<file path="src/rtl/scm_pkg.sv">
`timescale 1ns / 1ps
// Shared types and constants of the sorted counted ID multiset.
// No dependencies; every other file imports this package.
package scm_pkg;

  localparam int DEPTH_DEFAULT = 32;
  localparam int ID_W          = 16;
  localparam int CNT_W         = 16;
  localparam int OP_W          = 2;
  localparam int ST_W          = 3;

  localparam logic [CNT_W-1:0] COUNT_MAX = {CNT_W{1'b1}};

  localparam logic [OP_W-1:0] OP_INSERT = 2'd0;
  localparam logic [OP_W-1:0] OP_REMOVE = 2'd1;
  localparam logic [OP_W-1:0] OP_LIST   = 2'd2;

  localparam logic [ST_W-1:0] ST_OK        = 3'd0;
  localparam logic [ST_W-1:0] ST_FULL      = 3'd1;
  localparam logic [ST_W-1:0] ST_NOT_FOUND = 3'd2;
  localparam logic [ST_W-1:0] ST_SATURATED = 3'd3;
  localparam logic [ST_W-1:0] ST_EMPTY     = 3'd4;

endpackage

</file>
<file path="src/rtl/scm_if.sv">
`timescale 1ns / 1ps
// Valid/ready channels for requests and responses of the multiset.
// Depends on scm_pkg for the payload widths.
interface scm_req_if
  import scm_pkg::*;
  ();
  logic            valid;
  logic            ready;
  logic [OP_W-1:0] op;
  logic [ID_W-1:0] id;

  modport source (output valid, op, id, input ready);
  modport sink   (input valid, op, id, output ready);
endinterface

interface scm_rsp_if
  import scm_pkg::*;
  ();
  logic             valid;
  logic             ready;
  logic [ID_W-1:0]  entry_id;
  logic [CNT_W-1:0] entry_count;
  logic [ST_W-1:0]  status;
  logic             last;

  modport source (output valid, entry_id, entry_count, status, last, input ready);
  modport sink   (input valid, entry_id, entry_count, status, last, output ready);
endinterface

</file>
<file path="src/rtl/sorted_counted_id_multiset.sv">
`timescale 1ns / 1ps
// Top level of the sorted counted ID multiset: sequencer and entry memory.
// Depends on scm_pkg and the channel interfaces in scm_if.sv.

// A table of up to DEPTH IDs kept in ascending order in a single-port-write,
// single-port-read memory with a registered read, each ID with a 16-bit count.
// One item is handled at a time; the request channel is ready only while the
// sequencer is idle. The steps are set by the memory's one read and one write
// port. Insert and remove run a binary search over the n entries, each step a
// read at the midpoint and a compare, then read the entry found and check it.
// Moving entries costs a read and a write per entry that has to move (entries
// above the insert point, or above a removed entry), then a new entry is
// written or a removed one retired. A count update is written in the check
// step. The result is then handed to the output register once that is free.
// List reads each entry, takes the registered read data and emits it, in turn,
// waiting the same way, and gives one EMPTY response for an empty table. An
// unused op code is absorbed with no response. The memory needs no clearing
// pass: only entries below the occupancy count are ever used.
module sorted_counted_id_multiset
  import scm_pkg::*;
#(
  parameter int DEPTH = DEPTH_DEFAULT
) (
  input  logic       clk,
  input  logic       rst,
  scm_req_if.sink    req,
  scm_rsp_if.source  rsp
);

  localparam int AW = (DEPTH > 1) ? $clog2(DEPTH) : 1;
  localparam int OW = $clog2(DEPTH + 1);
  localparam int EW = ID_W + CNT_W;
  localparam logic [OW-1:0] FULL_OCC = OW'(DEPTH);

  localparam logic [3:0] S_IDLE      = 4'd0;
  localparam logic [3:0] S_SRCH      = 4'd1;
  localparam logic [3:0] S_SWAIT     = 4'd2;
  localparam logic [3:0] S_CHECK     = 4'd3;
  localparam logic [3:0] S_UP_RD     = 4'd4;
  localparam logic [3:0] S_UP_WR     = 4'd5;
  localparam logic [3:0] S_INS_WR    = 4'd6;
  localparam logic [3:0] S_DN_RD     = 4'd7;
  localparam logic [3:0] S_DN_WR     = 4'd8;
  localparam logic [3:0] S_LIST_RD   = 4'd9;
  localparam logic [3:0] S_LIST_WAIT = 4'd10;
  localparam logic [3:0] S_EMIT      = 4'd11;

  logic [3:0]       state;
  logic [OP_W-1:0]  op_r;
  logic [ID_W-1:0]  id_r;
  logic [OW-1:0]    occ;
  logic [OW-1:0]    lo;
  logic [OW-1:0]    hi;
  logic [OW-1:0]    mid;
  logic [OW-1:0]    ptr;

  logic [ID_W-1:0]  res_id;
  logic [CNT_W-1:0] res_count;
  logic [ST_W-1:0]  res_status;
  logic             res_last;

  logic             out_valid;
  logic [ID_W-1:0]  out_id;
  logic [CNT_W-1:0] out_count;
  logic [ST_W-1:0]  out_status;
  logic             out_last;
  logic             out_free;

  logic [EW-1:0]    mem [DEPTH];
  logic [EW-1:0]    rdata;
  logic [AW-1:0]    raddr;
  logic             we;
  logic [AW-1:0]    waddr;
  logic [EW-1:0]    wdata;

  logic [ID_W-1:0]  rd_id;
  logic [CNT_W-1:0] rd_count;
  logic             found;

  assign rd_id    = rdata[EW-1:CNT_W];
  assign rd_count = rdata[CNT_W-1:0];
  assign mid      = lo + ((hi - lo) >> 1);
  assign found    = (lo < occ) && (rd_id == id_r);
  assign out_free = !out_valid || rsp.ready;

  assign req.ready       = (state == S_IDLE);
  assign rsp.valid       = out_valid;
  assign rsp.entry_id    = out_id;
  assign rsp.entry_count = out_count;
  assign rsp.status      = out_status;
  assign rsp.last        = out_last;

  // Memory port control
  always_comb begin
    raddr = lo[AW-1:0];
    we    = 1'b0;
    waddr = lo[AW-1:0];
    wdata = {id_r, rd_count};
    case (state)
      S_SRCH: begin
        raddr = (lo < hi) ? mid[AW-1:0] : lo[AW-1:0];
      end
      S_CHECK: begin
        if (found && (op_r == OP_INSERT) && (rd_count != COUNT_MAX)) begin
          we    = 1'b1;
          wdata = {id_r, rd_count + CNT_W'(1)};
        end else if (found && (op_r == OP_REMOVE) && (rd_count > CNT_W'(1))) begin
          we    = 1'b1;
          wdata = {id_r, rd_count - CNT_W'(1)};
        end
      end
      S_UP_RD: raddr = ptr[AW-1:0];
      S_UP_WR: begin
        we    = 1'b1;
        waddr = AW'(ptr + OW'(1));
        wdata = rdata;
      end
      S_INS_WR: begin
        we    = 1'b1;
        waddr = lo[AW-1:0];
        wdata = {id_r, CNT_W'(1)};
      end
      S_DN_RD: raddr = AW'(ptr + OW'(1));
      S_DN_WR: begin
        we    = 1'b1;
        waddr = ptr[AW-1:0];
        wdata = rdata;
      end
      S_LIST_RD: raddr = ptr[AW-1:0];
      default: ;
    endcase
  end

  always_ff @(posedge clk) begin
    if (we) begin
      mem[waddr] <= wdata;
    end
    rdata <= mem[raddr];
  end

  // Sequencer
  always_ff @(posedge clk) begin
    if (rst) begin
      state     <= S_IDLE;
      occ       <= '0;
      out_valid <= 1'b0;
    end else begin
      if (rsp.ready && (state != S_EMIT)) begin
        out_valid <= 1'b0;
      end
      case (state)
        S_IDLE: begin
          if (req.valid) begin
            op_r      <= req.op;
            id_r      <= req.id;
            res_id    <= req.id;
            res_count <= '0;
            res_last  <= 1'b1;
            lo        <= '0;
            hi        <= occ;
            ptr       <= '0;
            case (req.op)
              OP_INSERT, OP_REMOVE: state <= S_SRCH;
              OP_LIST: begin
                if (occ == '0) begin
                  res_id     <= '0;
                  res_status <= ST_EMPTY;
                  state      <= S_EMIT;
                end else begin
                  state <= S_LIST_RD;
                end
              end
              default: state <= S_IDLE;
            endcase
          end
        end
        S_SRCH: begin
          state <= (lo < hi) ? S_SWAIT : S_CHECK;
        end
        S_SWAIT: begin
          if (rd_id < id_r) begin
            lo <= mid + OW'(1);
          end else begin
            hi <= mid;
          end
          state <= S_SRCH;
        end
        S_CHECK: begin
          state <= S_EMIT;
          if (op_r == OP_INSERT) begin
            if (found) begin
              if (rd_count == COUNT_MAX) begin
                res_count  <= COUNT_MAX;
                res_status <= ST_SATURATED;
              end else begin
                res_count  <= rd_count + CNT_W'(1);
                res_status <= ST_OK;
              end
            end else if (occ == FULL_OCC) begin
              res_status <= ST_FULL;
            end else if (lo == occ) begin
              state <= S_INS_WR;
            end else begin
              ptr   <= occ - OW'(1);
              state <= S_UP_RD;
            end
          end else begin
            if (!found) begin
              res_status <= ST_NOT_FOUND;
            end else if (rd_count > CNT_W'(1)) begin
              res_count  <= rd_count - CNT_W'(1);
              res_status <= ST_OK;
            end else begin
              ptr   <= lo;
              state <= S_DN_RD;
            end
          end
        end
        S_UP_RD: state <= S_UP_WR;
        S_UP_WR: begin
          // entries move up from the top down to the insert point
          if (ptr == lo) begin
            state <= S_INS_WR;
          end else begin
            ptr   <= ptr - OW'(1);
            state <= S_UP_RD;
          end
        end
        S_INS_WR: begin
          occ        <= occ + OW'(1);
          res_count  <= CNT_W'(1);
          res_status <= ST_OK;
          state      <= S_EMIT;
        end
        S_DN_RD: begin
          if (ptr + OW'(1) == occ) begin
            occ        <= occ - OW'(1);
            res_count  <= '0;
            res_status <= ST_OK;
            state      <= S_EMIT;
          end else begin
            state <= S_DN_WR;
          end
        end
        S_DN_WR: begin
          ptr   <= ptr + OW'(1);
          state <= S_DN_RD;
        end
        S_LIST_RD: state <= S_LIST_WAIT;
        S_LIST_WAIT: begin
          res_id     <= rd_id;
          res_count  <= rd_count;
          res_status <= ST_OK;
          res_last   <= (ptr + OW'(1) == occ);
          state      <= S_EMIT;
        end
        S_EMIT: begin
          // hold until the output register is free
          if (out_free) begin
            out_valid  <= 1'b1;
            out_id     <= res_id;
            out_count  <= res_count;
            out_status <= res_status;
            out_last   <= res_last;
            if (res_last) begin
              state <= S_IDLE;
            end else begin
              ptr   <= ptr + OW'(1);
              state <= S_LIST_RD;
            end
          end
        end
        default: state <= S_IDLE;
      endcase
    end
  end

endmodule

</file>
<file path="src/flat_wrapper.sv">
// flat-port wrapper written by rule: the top's interface ports become plain ports
module sorted_counted_id_multiset_flat import scm_pkg::*;
#(
  parameter int DEPTH = DEPTH_DEFAULT
)
  (clk, rst, req_valid, req_op, req_id, req_ready, rsp_valid, rsp_entry_id, rsp_entry_count, rsp_status, rsp_last, rsp_ready);
  scm_req_if req_i ();
  scm_rsp_if rsp_i ();
  input  logic clk;
  input  logic rst;
  input wire logic [$bits(req_i.valid)-1:0] req_valid;
  input wire logic [$bits(req_i.op)-1:0] req_op;
  input wire logic [$bits(req_i.id)-1:0] req_id;
  output wire logic [$bits(req_i.ready)-1:0] req_ready;
  output wire logic [$bits(rsp_i.valid)-1:0] rsp_valid;
  output wire logic [$bits(rsp_i.entry_id)-1:0] rsp_entry_id;
  output wire logic [$bits(rsp_i.entry_count)-1:0] rsp_entry_count;
  output wire logic [$bits(rsp_i.status)-1:0] rsp_status;
  output wire logic [$bits(rsp_i.last)-1:0] rsp_last;
  input wire logic [$bits(rsp_i.ready)-1:0] rsp_ready;
  assign req_i.valid = req_valid;
  assign req_i.op = req_op;
  assign req_i.id = req_id;
  assign req_ready = req_i.ready;
  assign rsp_valid = rsp_i.valid;
  assign rsp_entry_id = rsp_i.entry_id;
  assign rsp_entry_count = rsp_i.entry_count;
  assign rsp_status = rsp_i.status;
  assign rsp_last = rsp_i.last;
  assign rsp_i.ready = rsp_ready;
  sorted_counted_id_multiset #(.DEPTH(DEPTH)) u_core (.clk(clk), .rst(rst), .req(req_i), .rsp(rsp_i));
endmodule
</file>
<file path="config.mk">
export PLATFORM = sky130hd
export DESIGN_NAME = sorted_counted_id_multiset_flat
export DESIGN_NICKNAME = d
export VERILOG_FILES = /design/src/rtl/scm_pkg.sv /design/src/rtl/scm_if.sv /design/src/rtl/sorted_counted_id_multiset.sv /design/src/flat_wrapper.sv
export SDC_FILE = /design/constraint.sdc
export NUM_CORES = 2
export LEC_CHECK = 0
export BUFFER_PORTS_ARGS = -buffer_cell sky130_fd_sc_hd__buf_4
export CELL_PAD_IN_SITES_DETAIL_PLACEMENT = 1
export CELL_PAD_IN_SITES_GLOBAL_PLACEMENT = 1
export CORE_ASPECT_RATIO = 0.9
export CORE_MARGIN = 2
export CORE_UTILIZATION = 41
export CTS_CLUSTER_SIZE = 14
export DETAILED_ROUTE_END_ITERATION = 10
export HOLD_SLACK_MARGIN = 0.15
export PLACE_DENSITY_LB_ADDON = 0.1
export REMOVE_ABC_BUFFERS = 1
export SLEW_MARGIN = 20
export SYNTH_ARGS = -nofsm -noshare
export SYNTH_HDL_FRONTEND = slang
export SYNTH_SLANG_ARGS = --single-unit
export TNS_END_PERCENT = 1
</file>
<file path="constraint.sdc">
create_clock -name clk -period 9.2 [get_ports clk]
set_input_delay 1.84 -clock clk [delete_from_list [all_inputs] [get_ports clk]]
set_output_delay 1.84 -clock clk [all_outputs]
set_load 0.1 [all_outputs]
</file>
## Word-level counts from Yosys, hierarchy flattened

Memories as Yosys holds them, arrays and structs flattened. A register that Yosys moved wholly into a read port is not among the register bits.
Cells that the tools add are included.

| storage, ports and cells | value |
|---|---|
| bits in registers | 119 |
| logic and storage cells | 176 |
| bits in writable memories | 1024 |
| output and inout port bits | 38 |
| input bits | 22 |
| memories kept | 1 |

| operators by class | value |
|---|---|
| equality and inequality tests | 40 |
| multiplexer cells | 72 |
| add/sub/neg operators | 9 |
| $lt $le $gt $ge | 4 |
| bitwise gates (word level) | 1 |
| reductions and logical operators | 33 |

Memories:

| memory | words | width | rd ports | clocked after memory_dff | wr ports | RTL line | source |
|---|---|---|---|---|---|---|---|
| u_core.mem | 32 | 32 | 1 | 1 | 1 | sorted_counted_id_multiset.sv:69 | `logic [EW-1:0] mem [DEPTH];` |

Operators with widths:

| kind | number |
|---|---|
| 16-bit 2-to-1 mux | 12 |
| 32-bit one-hot mux with 3 select lines | 1 |
| 6-bit 2-to-1 mux | 14 |
| 16-bit one-hot mux with 5 select lines | 1 |
| 4-bit one-hot mux with 11 select lines | 1 |
| 6-bit one-hot mux with 2 select lines | 3 |
| 4-bit 2-to-1 mux | 8 |
| 16-bit one-hot mux with 2 select lines | 1 |
| 6-bit one-hot mux with 5 select lines | 1 |
| 3-bit 2-to-1 mux | 9 |
| 6-bit by 1-bit adder with 6-bit output (second input constant) | 3 |
| 6-bit == test | 3 |
| 16-bit by 1-bit adder with 16-bit output (second input constant) | 1 |
| 16-bit == test | 1 |
| 16-bit == test (second input constant) | 1 |
| 4-bit by 3-bit == test with 1-bit output (second input constant) | 4 |
| 4-bit == test (second input constant) | 4 |
| 16-bit by 1-bit greater-than comparator with 1-bit output (second input constant) | 1 |
| 16-bit less-than comparator | 1 |
| 16-bit != test (second input constant) | 1 |
| 16-bit by 1-bit subtractor with 16-bit output (second input constant) | 1 |
| 5-bit one-hot mux with 3 select lines | 1 |
| 6-bit less-than comparator | 2 |
| 2-bit by 1-bit != test with 1-bit output (second input constant) | 6 |
| other kinds (39) | 78 |

## Logic depth before layout (Yosys ltp)

| logic depth | value |
|---|---|
| word-level depth | 9 |
| gate-level depth with buffers | 20 |
| mapped depth without buffers | 17 |

## Worst setup path before layout

Ideal clock, no wire load.

| path | value |
|---|---|
| path type | input port to flip-flop |
| start point | in rst |
| end point | reg u_core.out_count[0] (netlist: u_core.rsp.entry_count[0]), enable pin |
| cell stages on the path | 1 |
| library setup time | 0.474 ns |
| path buffers | 0 |
| slack | 4.333 ns |
| data required time | 8.726 ns |
| data arrival time | 4.393 ns |
| path through | nor3_1 |

| on the way | value |
|---|---|
| cells in the longest elaborated chain, start to end | 2 |

RTL lines:

| item | RTL line | source |
|---|---|---|
| start: declaration | flat_wrapper.sv:10 | `input logic rst;` |
| 1-bit NOT (no line) | - |  |
| 3-bit AND reduction (no line) | - |  |
| end signal: assignment | sorted_counted_id_multiset.sv:262 | `out_count <= res_count;` |
| end: declaration | sorted_counted_id_multiset.sv:64 | `logic [CNT_W-1:0] out_count;` |

Every way passes these cells.
A chain may end at the register's enable or synchronous reset.

## Final worst setup path

| path | value |
|---|---|
| start point | reg u_core.lo[3] |
| end point | reg u_core.rdata[23] (read register of u_core.mem) |

| on the way | value |
|---|---|
| cells in the longest elaborated chain, start to end | 4 |
| elaborated cells on any way between the ends | 5 |
| those cells by class | add/sub (2); order compare (1); mux (2) |

RTL lines:

| item | RTL line | source |
|---|---|---|
| start: declaration | sorted_counted_id_multiset.sv:52 | `logic [OW-1:0] lo;` |
| start signal: assignment | sorted_counted_id_multiset.sv:182 | `lo <= mid + OW'(1);` |
| 6-bit subtractor | sorted_counted_id_multiset.sv:82 | `assign mid = lo + ((hi - lo) >> 1);` |
| 6-bit by 5-bit adder with 6-bit output | sorted_counted_id_multiset.sv:82 |  |
| 5-bit 2-to-1 mux | sorted_counted_id_multiset.sv:101 | `raddr = (lo < hi) ? mid[AW-1:0] : lo[AW-1:0];` |
| 5-bit one-hot mux with 3 select lines (*) | sorted_counted_id_multiset.sv:99 | `case (state)` |
| end: declaration | sorted_counted_id_multiset.sv:70 | `logic [EW-1:0] rdata;` |

Mark *: on every way between the ends. The rest lies on a longest branch, timed or not.

==> impl_metrics.ini <==
[run_status]
outcome = complete, no violations

[logic_synthesis]
yosysTopAreaCellShare_pct = 69.47
ys_ff_latch = 1175
synth_compound_area_share_pct = 6.452
yosysWarnings = 0
synth_top_family_by_area = simple AND/OR/NAND/NOR gates
synth.area.top_cells = edfxtp_1 (69%), nand2_1 (4.4%), mux4_2 (4.4%)
ys_seq_area_share_pct = 71.23
synth_enable_flop_cells = 1132
async_flop_share_pct = 0
syn-mean-instance-area_um2 = 14.45
muxShareOfSynthArea_pct = 6.761
synth_flop_cell = edfxtp_1
synth_fa_ha_area_share_pct = 1.181
synth_xor_xnor_area_share_pct = 0.9232
synth_cell_types = 82
syn_area_um2 = 48930
post-synth-top-area-cell = edfxtp_1
syn_inst = 3386
synth-simple-area-share_pct = 10.91

[worst_setup_path]
crit_chain = inv_1 > ha_1 > nand4_1 > o22ai_1 > o32ai_1 > a21o_2 > buf_4 > nand2_8 > buf_12 > mux4_2 > a22oi_1 > a2bb2oi_1
worst_r2r_path_depth = 12
crit_type = flip-flop to flip-flop
crit_fanout = 101
start_kind = flip-flop
setup.worst_path.end_class = flip-flop
reg2reg_from = u_core.lo[3]
r2r_slack_ns = 3.72
reg2reg_to = u_core.rdata[23]
worstPathRequired_ns = 9.81
cp_data_arrival_time_ns = 6.09
crit_path_top_delay_cell = edfxtp_1
slowest_delay_ns = 0.66

[final_layout]
multiInputGateArea_um2 = 13250
fillCellCount = 11660
register_area_um2 = 34850
mostFrequentLayoutCells = edfxtp_1 (1132), nand2_1 (573), nand3_1 (225)
final_common_cell = edfxtp_1
final_cell_area_um2 = 55430
nNetsFinal = 3507
drive_above_1_share_pct = 15.28
areaGrowthSynthToFinish_pct = 13.30

[cts]
post_cts_resize_count = 0
cts_buffers = 120
cts_tree = yes
htreeDepth = 3
clock_latency_ns = 0.75
cts.clk_slew.worst_paths_ns = 0.07
hold_buffers = 0
clock_sinks = 1175
ctsRootBufferMaster = clkbuf_16
cts_setup_buffers = 0
cts_buffer_depth = 3

[global_route]
grt.total_usage_pct = 25.42
gr-usage-met3_pct = 3.344
grt_pass1_vias = 31240
met1_usage_pct = 37.57
use_met2_pct = 39.84
grt_overflow = 0
grt_pass1_wl_mm = 225.9
antenna_found_initial = 3
busiest_layer = met2
grt_max_degree = 170

[floorplanning]
std_cell_rows = 120
io-pin-count = 60
initial_utilization_pct = 41.25
dieHeight_um = 331.7
dieArea_um2 = 122100
core_um2 = 118600
die_w_um = 368.1

[sta]
fin_skew_ns = 0.03886
tns_ns = 0
max_slew.worst_pin.slew_ns = 1.179
fmax_ghz = 0.1824
min_period_ns = 5.483
hold_violations = 0
slew_headroom_pct = 21.09
setup_viol_count_final = 0
post-route-period-util_pct = 59.59
maxSlewViolCount = 0
rsz0062_at_grt = no

[detailed_routing]
drtIter0Drc = 2822
wire_per_inst_um = 30.41
via_count = 30460
wirelength_mm = 156.1
ant_nets = 0
viasPerCell = 5.935
drc = 0
drt_first_pass_iters = 5

[hold_path]
min_to = u_core.rsp.entry_count[8]
whs_path_depth = 0
hold_path.class = flip-flop to flip-flop
hold_start = u_core.res_count[8]

[placement]
detailed_place.area_um2 = 51410
port-buffer-count = 59
finalWeightedCongestion = 0.8379
dp_hpwl_mm = 90.34

[power]
ir_worst_vdd_mv = 0.3405
p_leak_nw = 18.34
power.density_nw_per_um2 = 353.8

[flow_run]
maxCapViolCount = 0
==> worst max-delay path by stage <==
stage                 start          endpoint  slack (ns)  cells past startpoint
6_report       u_core.lo[3]  u_core.rdata[23]        3.72                     12
5_1_grt        u_core.lo[4]  u_core.rdata[23]        3.44                     12
4_1_cts        u_core.lo[0]  u_core.rdata[23]        3.78                     13
3_5_place_dp   u_core.lo[0]  u_core.rdata[23]        3.77                     13
3_3_place_gp   u_core.lo[0]  u_core.rdata[23]        3.75                     13
2_1_floorplan  u_core.lo[0]  u_core.rdata[30]        0.56                     13
==> cell type report <==
| type | instances | area share, % |
|---|---|---|
| Clock buffer | 145 | 5.738 |
| Timing Repair Buffer | 148 | 2.095 |
| Tap cell | 1586 | 3.580 |
| Antenna cell | 1 | 0.004514 |
| Clock inverter | 83 | 1.476 |
| Sequential cell | 1175 | 62.87 |
| Multi-Input combinational cell | 1947 | 23.91 |
| Inverter | 48 | 0.3250 |
==> sequential cells by signal, indices dropped and copies added, names as in the netlist <==
name                    count
u_core.mem               1024
u_core.rdata               32
u_core.id_r                16
u_core.res_count           16
u_core.res_id              16
u_core.rsp.entry_count     16
u_core.rsp.entry_id        16
u_core.hi                   6
u_core.lo                   6
u_core.occ                  6
u_core.ptr                  6
u_core.state                4
u_core.res_status           3
u_core.rsp.status           3
u_core.op_r                 2
u_core.res_last             1
u_core.rsp.last             1
u_core.rsp.valid            1
==> critical path: cells and delay by family, from the launching register on <==
kind	cells	cell delay, ns
mux	1	0.61
buf+inv	3	1.11
simple gates	2	0.70
flops	1	0.66
compound gates	5	1.65
fa+ha+maj	1	0.38
==> power by group <==
part           leakage [nW]  internal (mW)  switching, mW
logic                  5.84           2.39           5.28
clock network          1.93           2.85           2.12
registers              10.6           6.68          0.296
total                  18.3           11.9           7.69
==> metal layers <==
metal,wire (um),part of all wire (%)
met1,71580,46
met2,72630,47
met3,8072,5.2
met4,3815,2.4
met5,0,0
==> Yosys cell counts (all sizes together) (8+ instances only) <==
master,instances
a211oi,36
a21o,10
a21oi,80
a22o,8
a22oi,35
a2bb2oi,33
a31oi,37
and2,9
and3,16
buf,110
clkbuf,106
dfxtp,43
edfxtp,1132
ha,43
inv,48
mux2,46
mux2i,65
mux4,95
nand2,575
nand2b,12
nand3,236
nand4,108
nor2,153
nor3,22
o211ai,13
o21ai,123
o221ai,34
o22ai,12
or3,10
xnor2,35
xor2,14
==> metrics by stage <==
step                      util, %  setup slack [ns]  total power [mW]  cells  hold WS [ns]
after floorplan                 -            0.5605             12.33   3170        0.4003
after global placement      43.34             3.750             14.58   4904        0.4004
after detailed placement    43.34             3.768             14.73   4904        0.4052
after CTS                   46.71             3.781             19.72   5132        0.4192
after global routing        46.73             3.440             20.50   5132        0.4284
final                       46.74             3.717             19.61   5133        0.4202
==> kinds of logic (layout without fill, tap and decap cells) <==
family,after synthesis,after routing
compound gates,468,468
simple gates,1178,1178
other cells,0,1
flops,1175,1175
mux,206,206
xor+xnor,50,50
buf+inv,264,424
fa+ha+maj,45,45
No activity file was read; power rests on OpenSTA's default activity.
